$ cat config.mk
export PLATFORM = sky130hd
export DESIGN_NAME = aligned_power_of_two_range_splitter
export DESIGN_NICKNAME = d
export VERILOG_FILES = /design/src/hw/rtl/asplit_pkg.sv /design/src/hw/rtl/asplit_front.sv /design/src/hw/rtl/asplit_queue.sv /design/src/hw/rtl/asplit_back.sv /design/src/hw/rtl/aligned_power_of_two_range_splitter.sv
export VERILOG_INCLUDE_DIRS = /design/src /design/src/hw/rtl
export SDC_FILE = /design/constraint.sdc
export NUM_CORES = 1
export LEC_CHECK = 0
export BUFFER_PORTS_ARGS = -buffer_cell sky130_fd_sc_hd__buf_2
export CAP_MARGIN = 20
export CORE_ASPECT_RATIO = 0.75
export CORE_MARGIN = 2
export CORE_UTILIZATION = 40
export CTS_BUF_LIST = sky130_fd_sc_hd__clkbuf_4
export DETAILED_ROUTE_END_ITERATION = 8
export PLACE_DENSITY = 0.63
export SLEW_MARGIN = 20
export SYNTH_ARGS = -nofsm -noshare
export SYNTH_HDL_FRONTEND = slang
export SYNTH_SLANG_ARGS = --single-unit
$ cat constraint.sdc
create_clock -name clk_i -period 12.8 [get_ports clk_i]
set_input_delay 2.56 -clock clk_i [delete_from_list [all_inputs] [get_ports clk_i]]
set_output_delay 2.56 -clock clk_i [all_outputs]
set_load 0.01 [all_outputs]
$ cat src/hw/rtl/aligned_power_of_two_range_splitter_macros.svh
// ----------------------------------------------------------------------------
// Range splitter assertion macros
// Shared assertion forms, clocked on clk_i and disabled while rst_ni is low.
// ----------------------------------------------------------------------------
`ifndef ALIGNED_POWER_OF_TWO_RANGE_SPLITTER_MACROS_SVH
`define ALIGNED_POWER_OF_TWO_RANGE_SPLITTER_MACROS_SVH

// property holds at every edge out of reset
`define ASPLIT_ASSERT(lbl, prop, msg) \
  lbl: assert property (@(posedge clk_i) disable iff (!rst_ni) prop) \
    else $error(msg);

// condition never seen out of reset
`define ASPLIT_ASSERT_NEVER(lbl, cond, msg) \
  lbl: assert property (@(posedge clk_i) disable iff (!rst_ni) !(cond)) \
    else $error(msg);

`endif

$ cat src/hw/rtl/asplit_pkg.sv
`timescale 1ns / 1ps
// ----------------------------------------------------------------------------
// Range splitter package
// Shared widths, result codes and job / result records.
// ----------------------------------------------------------------------------
package asplit_pkg;

  localparam int unsigned ADDR_W       = 48;
  localparam int unsigned IN_SIZE_W    = 28;
  localparam int unsigned SIZE_W       = 29;
  localparam int unsigned ORDER_W      = 5;
  localparam int unsigned RESULT_LIMIT = 64;
  localparam int unsigned CNT_W        = 6;
  localparam int unsigned QUEUE_DEPTH  = 2;
  localparam int unsigned QPTR_W       = 1;
  localparam int unsigned QCNT_W       = 2;
  localparam int unsigned S_TDATA_W    = 128;
  localparam int unsigned M_TDATA_W    = 104;
  localparam int unsigned M_TUSER_W    = 2;

  typedef enum logic [1:0] {
    ST_CHUNK      = 2'd0,
    ST_MISALIGNED = 2'd1,
    ST_EMPTY      = 2'd2
  } status_e;

  typedef struct packed {
    status_e             kind;
    logic [ADDR_W-1:0]   phys;
    logic [ADDR_W-1:0]   virt;
    logic [SIZE_W-1:0]   size;
    logic                cached;
  } job_t;

  typedef struct packed {
    status_e             status;
    logic [ADDR_W-1:0]   phys;
    logic [ADDR_W-1:0]   virt;
    logic [ORDER_W-1:0]  order;
    logic                cached;
    logic                last;
  } result_t;

  function automatic logic [ADDR_W-1:0] addr_mask(input int unsigned bits);
    logic [ADDR_W-1:0] m;
    m = '1;
    if (bits < ADDR_W) begin
      m = m >> (ADDR_W - bits);
    end
    return m;
  endfunction

endpackage

$ cat src/hw/rtl/asplit_front.sv
`timescale 1ns / 1ps
// ----------------------------------------------------------------------------
// Range splitter front end
// Accept requests, check page alignment, saturate the size and register a job.
// ----------------------------------------------------------------------------
module asplit_front #(
  parameter int unsigned PAGE_BITS  = 12,
  parameter int unsigned ADDR_BITS  = 48,
  parameter int unsigned SIZE_BITS  = 27
) (
  input  logic                                clk_i,
  input  logic                                rst_ni,
  input  logic                                req_valid_i,
  output logic                                req_ready_o,
  input  logic [asplit_pkg::ADDR_W-1:0]       phys_i,
  input  logic [asplit_pkg::ADDR_W-1:0]       virt_i,
  input  logic [asplit_pkg::IN_SIZE_W-1:0]    count_i,
  input  logic                                cached_i,
  output logic                                job_valid_o,
  input  logic                                job_ready_i,
  output asplit_pkg::job_t                    job_o
);

  localparam logic [asplit_pkg::ADDR_W-1:0] AddrMask = asplit_pkg::addr_mask(ADDR_BITS);
  localparam logic [asplit_pkg::SIZE_W-1:0] SizeLimit =
    (asplit_pkg::SIZE_W'(1) << SIZE_BITS) &
    ~((asplit_pkg::SIZE_W'(1) << PAGE_BITS) - asplit_pkg::SIZE_W'(1));

  logic                            valid_q, valid_d;
  asplit_pkg::job_t                job_q, job_d;
  logic [asplit_pkg::ADDR_W-1:0]   phys_m, virt_m;
  logic [asplit_pkg::SIZE_W-1:0]   size_ext, size_sat;
  logic                            misaligned;
  logic                            accept;

  assign req_ready_o = !valid_q || job_ready_i;
  assign accept      = req_valid_i && req_ready_o;
  assign job_valid_o = valid_q;
  assign job_o       = job_q;

  always_comb begin
    phys_m     = phys_i & AddrMask;
    virt_m     = virt_i & AddrMask;
    size_ext   = asplit_pkg::SIZE_W'(count_i);
    misaligned = (|phys_m[PAGE_BITS-1:0]) || (|virt_m[PAGE_BITS-1:0]) ||
                 (|count_i[PAGE_BITS-1:0]);
    size_sat   = (size_ext > SizeLimit) ? SizeLimit : size_ext;

    job_d.phys   = phys_m;
    job_d.virt   = virt_m;
    job_d.size   = size_sat;
    job_d.cached = cached_i;
    if (misaligned) begin
      job_d.kind = asplit_pkg::ST_MISALIGNED;
    end else if (size_sat == '0) begin
      job_d.kind = asplit_pkg::ST_EMPTY;
    end else begin
      job_d.kind = asplit_pkg::ST_CHUNK;
    end
  end

  always_comb begin
    valid_d = valid_q;
    if (accept) begin
      valid_d = 1'b1;
    end else if (job_ready_i) begin
      valid_d = 1'b0;
    end
  end

  always_ff @(posedge clk_i or negedge rst_ni) begin
    if (!rst_ni) begin
      valid_q <= 1'b0;
    end else begin
      valid_q <= valid_d;
    end
  end

  always_ff @(posedge clk_i) begin
    if (accept) begin
      job_q <= job_d;
    end
  end

endmodule

$ cat src/hw/rtl/asplit_queue.sv
`timescale 1ns / 1ps
// ----------------------------------------------------------------------------
// Range splitter job queue
// Two-entry queue of classified jobs between front end and chunk engine.
// ----------------------------------------------------------------------------
module asplit_queue (
  input  logic              clk_i,
  input  logic              rst_ni,
  input  logic              push_valid_i,
  output logic              push_ready_o,
  input  asplit_pkg::job_t  push_job_i,
  output logic              pop_valid_o,
  input  logic              pop_ready_i,
  output asplit_pkg::job_t  pop_job_o
);

  asplit_pkg::job_t                  mem_q [asplit_pkg::QUEUE_DEPTH];
  logic [asplit_pkg::QPTR_W-1:0]     wr_ptr_q, wr_ptr_d;
  logic [asplit_pkg::QPTR_W-1:0]     rd_ptr_q, rd_ptr_d;
  logic [asplit_pkg::QCNT_W-1:0]     cnt_q, cnt_d;
  logic                              push, pop;

  assign push_ready_o = cnt_q != asplit_pkg::QCNT_W'(asplit_pkg::QUEUE_DEPTH);
  assign pop_valid_o  = cnt_q != '0;
  assign pop_job_o    = mem_q[rd_ptr_q];
  assign push         = push_valid_i && push_ready_o;
  assign pop          = pop_valid_o && pop_ready_i;

  always_comb begin
    wr_ptr_d = push ? wr_ptr_q + 1'b1 : wr_ptr_q;
    rd_ptr_d = pop ? rd_ptr_q + 1'b1 : rd_ptr_q;
    cnt_d    = cnt_q;
    if (push && !pop) begin
      cnt_d = cnt_q + 1'b1;
    end else if (pop && !push) begin
      cnt_d = cnt_q - 1'b1;
    end
  end

  always_ff @(posedge clk_i or negedge rst_ni) begin
    if (!rst_ni) begin
      wr_ptr_q <= '0;
      rd_ptr_q <= '0;
      cnt_q    <= '0;
    end else begin
      wr_ptr_q <= wr_ptr_d;
      rd_ptr_q <= rd_ptr_d;
      cnt_q    <= cnt_d;
    end
  end

  always_ff @(posedge clk_i) begin
    if (push) begin
      mem_q[wr_ptr_q] <= push_job_i;
    end
  end

endmodule

$ cat src/hw/rtl/asplit_back.sv
`timescale 1ns / 1ps
// ----------------------------------------------------------------------------
// Range splitter chunk engine
// Cut the current job into aligned power-of-two chunks, one per cycle unless stalled.
// ----------------------------------------------------------------------------
`include "aligned_power_of_two_range_splitter_macros.svh"

module asplit_back #(
  parameter int unsigned PAGE_BITS  = 12,
  parameter int unsigned MAX_ORDER  = 22,
  parameter int unsigned ADDR_BITS  = 48
) (
  input  logic                 clk_i,
  input  logic                 rst_ni,
  input  logic                 job_valid_i,
  output logic                 job_ready_o,
  input  asplit_pkg::job_t     job_i,
  output logic                 res_valid_o,
  input  logic                 res_ready_i,
  output asplit_pkg::result_t  res_o
);

  localparam logic [asplit_pkg::ADDR_W-1:0] AddrMask = asplit_pkg::addr_mask(ADDR_BITS);
  localparam logic [asplit_pkg::ORDER_W-1:0] OrderLo = asplit_pkg::ORDER_W'(PAGE_BITS);
  localparam logic [asplit_pkg::ORDER_W-1:0] OrderHi = asplit_pkg::ORDER_W'(MAX_ORDER);
  localparam logic [asplit_pkg::CNT_W-1:0]   CntLast =
    asplit_pkg::CNT_W'(asplit_pkg::RESULT_LIMIT - 1);

  logic                             busy_q, busy_d;
  logic                             out_valid_q, out_valid_d;
  asplit_pkg::job_t                 cur_q, cur_d;
  logic [asplit_pkg::CNT_W-1:0]     cnt_q, cnt_d;
  asplit_pkg::result_t              out_q, out_d;
  logic                             load, step;
  logic [asplit_pkg::ORDER_W-1:0]   order;
  logic [asplit_pkg::SIZE_W-1:0]    chunk_size, size_rem;
  logic [asplit_pkg::ADDR_W-1:0]    chunk_addr;
  logic                             last;
  logic                             res_chunk;
  logic [asplit_pkg::ADDR_W-1:0]    out_low;

  assign job_ready_o = !busy_q;
  assign load        = job_valid_i && !busy_q;
  assign step        = busy_q && (!out_valid_q || res_ready_i);
  assign res_valid_o = out_valid_q;
  assign res_o       = out_q;
  assign res_chunk   = out_valid_q && out_q.status == asplit_pkg::ST_CHUNK;
  assign out_low     = out_q.phys & ~({asplit_pkg::ADDR_W{1'b1}} << out_q.order);

  always_comb begin
    logic ok;
    ok    = 1'b1;
    order = OrderLo;
    for (int o = PAGE_BITS + 1; o <= MAX_ORDER; o++) begin
      ok = ok && !cur_q.phys[o-1] && ((cur_q.size >> o) != '0);
      if (ok) begin
        order = asplit_pkg::ORDER_W'(o);
      end
    end
    chunk_size = asplit_pkg::SIZE_W'(1) << order;
    chunk_addr = asplit_pkg::ADDR_W'(1) << order;
    size_rem   = cur_q.size - chunk_size;
    last       = (size_rem == '0) || (cnt_q == CntLast);
  end

  always_comb begin
    busy_d      = busy_q;
    cur_d       = cur_q;
    cnt_d       = cnt_q;
    out_d       = out_q;
    out_valid_d = out_valid_q;
    if (res_ready_i) begin
      out_valid_d = 1'b0;
    end
    if (load) begin
      busy_d = 1'b1;
      cur_d  = job_i;
      cnt_d  = '0;
    end else if (step) begin
      out_valid_d = 1'b1;
      if (cur_q.kind != asplit_pkg::ST_CHUNK) begin
        out_d        = '0;
        out_d.status = cur_q.kind;
        out_d.last   = 1'b1;
        busy_d       = 1'b0;
      end else begin
        out_d.status = asplit_pkg::ST_CHUNK;
        out_d.phys   = cur_q.phys;
        out_d.virt   = cur_q.virt;
        out_d.order  = order;
        out_d.cached = cur_q.cached;
        out_d.last   = last;
        cur_d.size   = size_rem;
        cur_d.phys   = (cur_q.phys + chunk_addr) & AddrMask;
        cur_d.virt   = (cur_q.virt + chunk_addr) & AddrMask;
        cnt_d        = cnt_q + 1'b1;
        busy_d       = !last;
      end
    end
  end

  always_ff @(posedge clk_i or negedge rst_ni) begin
    if (!rst_ni) begin
      busy_q      <= 1'b0;
      out_valid_q <= 1'b0;
    end else begin
      busy_q      <= busy_d;
      out_valid_q <= out_valid_d;
    end
  end

  always_ff @(posedge clk_i) begin
    cur_q <= cur_d;
    cnt_q <= cnt_d;
    out_q <= out_d;
  end

  `ASPLIT_ASSERT(a_order_range, res_chunk |-> out_q.order >= OrderLo && out_q.order <= OrderHi, "bad order")
  `ASPLIT_ASSERT(a_chunk_aligned, res_chunk |-> out_low == '0, "chunk not aligned to its order")
  `ASPLIT_ASSERT_NEVER(a_error_not_last, out_valid_q && out_q.status != asplit_pkg::ST_CHUNK && !out_q.last, "error result not marked last")

endmodule

$ cat src/hw/rtl/aligned_power_of_two_range_splitter.sv
`timescale 1ns / 1ps
// ----------------------------------------------------------------------------
// Aligned power-of-two range splitter
// Split a page-aligned mapping request into naturally aligned chunks.
// ----------------------------------------------------------------------------
// Input channel s_axis: one mapping request per item (addresses, size, cache
// flag). Output channel m_axis: one result per item; tuser gives the status
// (chunk, misaligned, empty), tlast marks the final result of a request.
// The first result of a request passes in order through the front register,
// the job queue, the engine's job load and the engine's output register.
// The chunk engine emits one result per cycle while m_axis does not stall,
// and it loads each job before that job's first result; a request gives 1
// to 64 results. A two-entry job queue and the front register let up to
// three further requests be taken while the engine works.
// Reset clears all valid state; no request or result survives it.
// A stall on m_axis holds the current result; the engine and then the queue
// and front end fill up and s_axis_tready_o falls.
// ----------------------------------------------------------------------------
module aligned_power_of_two_range_splitter #(
  parameter int unsigned PAGE_BITS  = 12,
  parameter int unsigned MAX_ORDER  = 22,
  parameter int unsigned ADDR_BITS  = 48,
  parameter int unsigned SIZE_BITS  = 27
) (
  input  logic                                clk_i,
  input  logic                                rst_ni,
  // phys_addr[47:0], virt_addr[95:48], byte_count[123:96], cache_mode[124]
  input  logic [asplit_pkg::S_TDATA_W-1:0]    s_axis_tdata_i,
  input  logic                                s_axis_tvalid_i,
  output logic                                s_axis_tready_o,
  // chunk_phys[47:0], chunk_virt[95:48], chunk_order[100:96], chunk_cached[101]
  output logic [asplit_pkg::M_TDATA_W-1:0]    m_axis_tdata_o,
  // status[1:0]
  output logic [asplit_pkg::M_TUSER_W-1:0]    m_axis_tuser_o,
  output logic                                m_axis_tlast_o,
  output logic                                m_axis_tvalid_o,
  input  logic                                m_axis_tready_i
);

  logic                 fr_valid, fr_ready;
  asplit_pkg::job_t     fr_job;
  logic                 q_valid, q_ready;
  asplit_pkg::job_t     q_job;
  asplit_pkg::result_t  res;

  asplit_front #(
    .PAGE_BITS  (PAGE_BITS),
    .ADDR_BITS  (ADDR_BITS),
    .SIZE_BITS  (SIZE_BITS)
  ) u_front (
    .clk_i       (clk_i),
    .rst_ni      (rst_ni),
    .req_valid_i (s_axis_tvalid_i),
    .req_ready_o (s_axis_tready_o),
    .phys_i      (s_axis_tdata_i[47:0]),
    .virt_i      (s_axis_tdata_i[95:48]),
    .count_i     (s_axis_tdata_i[123:96]),
    .cached_i    (s_axis_tdata_i[124]),
    .job_valid_o (fr_valid),
    .job_ready_i (fr_ready),
    .job_o       (fr_job)
  );

  asplit_queue u_queue (
    .clk_i        (clk_i),
    .rst_ni       (rst_ni),
    .push_valid_i (fr_valid),
    .push_ready_o (fr_ready),
    .push_job_i   (fr_job),
    .pop_valid_o  (q_valid),
    .pop_ready_i  (q_ready),
    .pop_job_o    (q_job)
  );

  asplit_back #(
    .PAGE_BITS  (PAGE_BITS),
    .MAX_ORDER  (MAX_ORDER),
    .ADDR_BITS  (ADDR_BITS)
  ) u_back (
    .clk_i       (clk_i),
    .rst_ni      (rst_ni),
    .job_valid_i (q_valid),
    .job_ready_o (q_ready),
    .job_i       (q_job),
    .res_valid_o (m_axis_tvalid_o),
    .res_ready_i (m_axis_tready_i),
    .res_o       (res)
  );

  assign m_axis_tdata_o = {2'b00, res.cached, res.order, res.virt, res.phys};
  assign m_axis_tuser_o = res.status;
  assign m_axis_tlast_o = res.last;

endmodule
==> impl_metrics.ini <==
[global_route]
grt_pass1_vias = 18300
antenna_found_initial = 14
grt_pass1_wl_microns = 106000
grt_max_degree = 81
gr-total-overflow = 0
grt.total_usage_pct = 19.0

[timing]
clock.fmax_mhz = 156
worst_pin_slew_ns = 1.10
rsz0062_at_grt = no
drv_slew = 0
finalHoldViolCount = 0
setup_viol = 0
skew_ns = 0.0728
whs_ns = 0.437
fin_crit_ns = 6.40
relSlewSlack_pct = 26.8
setup_tns_ns = 0
fin_crit_sh_pct = 50.0

[power]
vdd_drop_max_uv = 147
power_density_mw_per_mm2 = 266
p_leak_nw = 12.6

[place]
port_buffers = 235
placed_cell_area_sq_mm = 0.0310
dpl.hpwl_microns = 47500
place_congestion = 0.921

[die]
die_h_microns = 235
rows = 84
die_x_microns = 312
core_sq_mm = 0.0703
start_util_pct = 40.6
io_pins = 241
dieArea_sq_mm = 0.0735

[min_path]
hold_class = reg -> reg
min_delay_path_depth = 0

[synth]
yosysUniqueCellTypes = 95
seq_area_frac_synth_pct = 65.7
synth-main-ff-cell = edfxtp_1
async_flop_share_pct = 1.12
synth_seq_cells = 627
netlist.area_leader.share_pct = 64.6
yosysWarnings = 0
synth_edf_count = 614
avgSynthCellArea_sq_um = 13.5
synth_area_leader_cell = edfxtp_1
netlist_top_cells_area = edfxtp_1 (65%), ha_1 (4.1%), mux2i_1 (2.7%)
synth_area_sq_mm = 0.0285
synth_cells = 2107

[route]
vias = 18400
route.detailed.drc = 0
wire_per_inst_microns = 19.6
first_pass_iters = 5
initialDrtViolationCount = 1421
ant_nets = 0
vias_per_cell = 5.16
wirelength_microns = 69800

[run]
maxCapViolCount = 0

[run_status]
status = complete, no violations

[finish]
layout_common_cells = edfxtp_1 (614), buf_2 (235), clkbuf_4 (220), a21oi_1 (135), nor2_1 (126)
final_common_cell = edfxtp_1
area_growth_pct = 15.5
drive_gt1_share_pct = 21.2
finalNetCount = 2728
fin_area_sq_mm = 0.0330

[cts]
ctsLongestPathBuffers = 3
cts_root_buf = clkbuf_4
htree_levels = 4
insertion_delay_ns = 1.02
ctsResizeCount = 0
cts_tree = yes
postCtsHoldBufs = 0
postCtsSetupBuffers = 0
clk_pin_slew_worst_paths_ns = 0.07
clock_sink_count = 627
numCtsBuffers = 154

[worst_setup_path]
crit_type = reg -> reg
r2r_cells = 20
arrival_ns = 7.11
crit_path_end_kind = flip-flop
startpoint_type = flip-flop
crit_path_max_fanout = 10
cp.required_ns = 13.51
## state kept, by name, summed over array words and instances, names as in the netlist
name	count
u_back.busy_q	1
u_queue.cnt_q	2
u_front.job_valid_o	1
u_back.res_valid_o	1
u_front.job_o	127
u_back.cnt_q	6
u_queue.mem_q	254
u_back.cur_q	128
u_back.res_o	105
u_queue.wr_ptr_q	1
u_queue.rd_ptr_q	1
## worst max-delay path: stages (launching register included)
cell,delay (ns)
edfxtp_1,0.41
nor4_2,0.51
nand2_1,0.24
nor3_4,0.29
nand3b_2,0.20
o21ai_2,0.56
nand2_1,0.12
nor3_1,0.29
nor2_1,0.17
nor3_1,0.44
ha_1,0.39
nand2_1,0.12
or4_1,0.15
a211oi_1,0.07
a21oi_1,0.31
a31oi_2,0.21
a21oi_1,0.73
o221ai_2,0.39
nand3_1,0.23
xor2_1,0.18
a21oi_1,0.10
## area by class of cell
class                           instances  area, sq um
Antenna cell                            5         12.5
Clock buffer                          220         1650
Clock inverter                         51          329
Fill cell                            6253        37400
Inverter                               49          186
Multi-Input combinational cell       1412         9530
Sequential cell                       627        18700
Tap cell                              946         1180
Timing Repair Buffer                  255         1330
## synth_stat cells, drive strengths merged, types with 7 or more instances
master  count
edfxtp    614
a21oi     137
nor2      128
and2      121
nand2     114
o21ai     101
ha         94
mux2i      76
clkbuf     65
a211oi     63
xnor2      62
nor2b      56
inv        49
xor2       43
a21o       41
nand2b     29
nand3      28
nor4       23
nand4      20
nor3       20
a31oi      19
and3       18
or3        18
buf        16
o21a       12
mux2       11
o211ai     10
o31a        9
a31o        8
and4        7
dfrtp       7
## through the flow
stage	total power [mW]	std cells	setup slack (ns)	utilization, %
floorplan	6.14	2169	0.486	-
global placement	7.00	3289	6.65	44.0
detailed placement	7.08	3289	6.54	44.0
CTS	8.82	3560	6.50	46.9
global route	9.40	3564	5.98	46.9
finish	8.77	3565	6.40	46.9
## worst paths after layout
kind / startpoint / end / slack, ns
min in group asynchronous: rst_ni / u_queue.wr_ptr_q$_DFFE_PN0P_ / 1.38
worst min-delay path: u_front.job_o[18]$_DFFE_PP_ / u_queue.mem_q[0][18]$_DFFE_PP_ / 0.44
worst max-delay path: u_back.cur_q[25]$_DFFE_PP_ / u_back.cur_q[125]$_DFFE_PP_ / 6.40
max in group asynchronous: rst_ni / u_queue.rd_ptr_q$_DFFE_PN0P_ / 11.21
worst max register to register: u_back.cur_q[25]$_DFFE_PP_ / u_back.cur_q[125]$_DFFE_PP_ / 6.40
worst min register to register: u_front.job_o[18]$_DFFE_PP_ / u_queue.mem_q[0][18]$_DFFE_PP_ / 0.44
## routing by layer
layer  vias up  wire length (microns)  track usage [%]
li1       8807                      -                -
met1      8829                  32600             26.7
met2       608                  29900             27.5
met3       144                   5400             5.95
met4        20                   1780             7.24
met5         -                    125                0
## cell families after synthesis
group / count (synthesis) / share of synthesized area (%)
and+or+nand+nor: 603 / 11.2
muxes: 87 / 3.10
adders and majority gates: 97 / 4.33
DFF: 627 / 65.7
buffers and inverters: 130 / 1.86
xor gates and xnor gates: 105 / 3.22
AOI/OAI and AO/OA: 456 / 10.6
other: 2 / 0.0263
## report_power, final
group          internal, mW  switching, mW  total [mW]
registers              3.30          0.356        3.65
clock network         0.860          0.830        1.69
logic                  1.24           2.19        3.43
total                  5.40           3.38        8.77
Note: power is estimated with default switching activity, not from simulation.
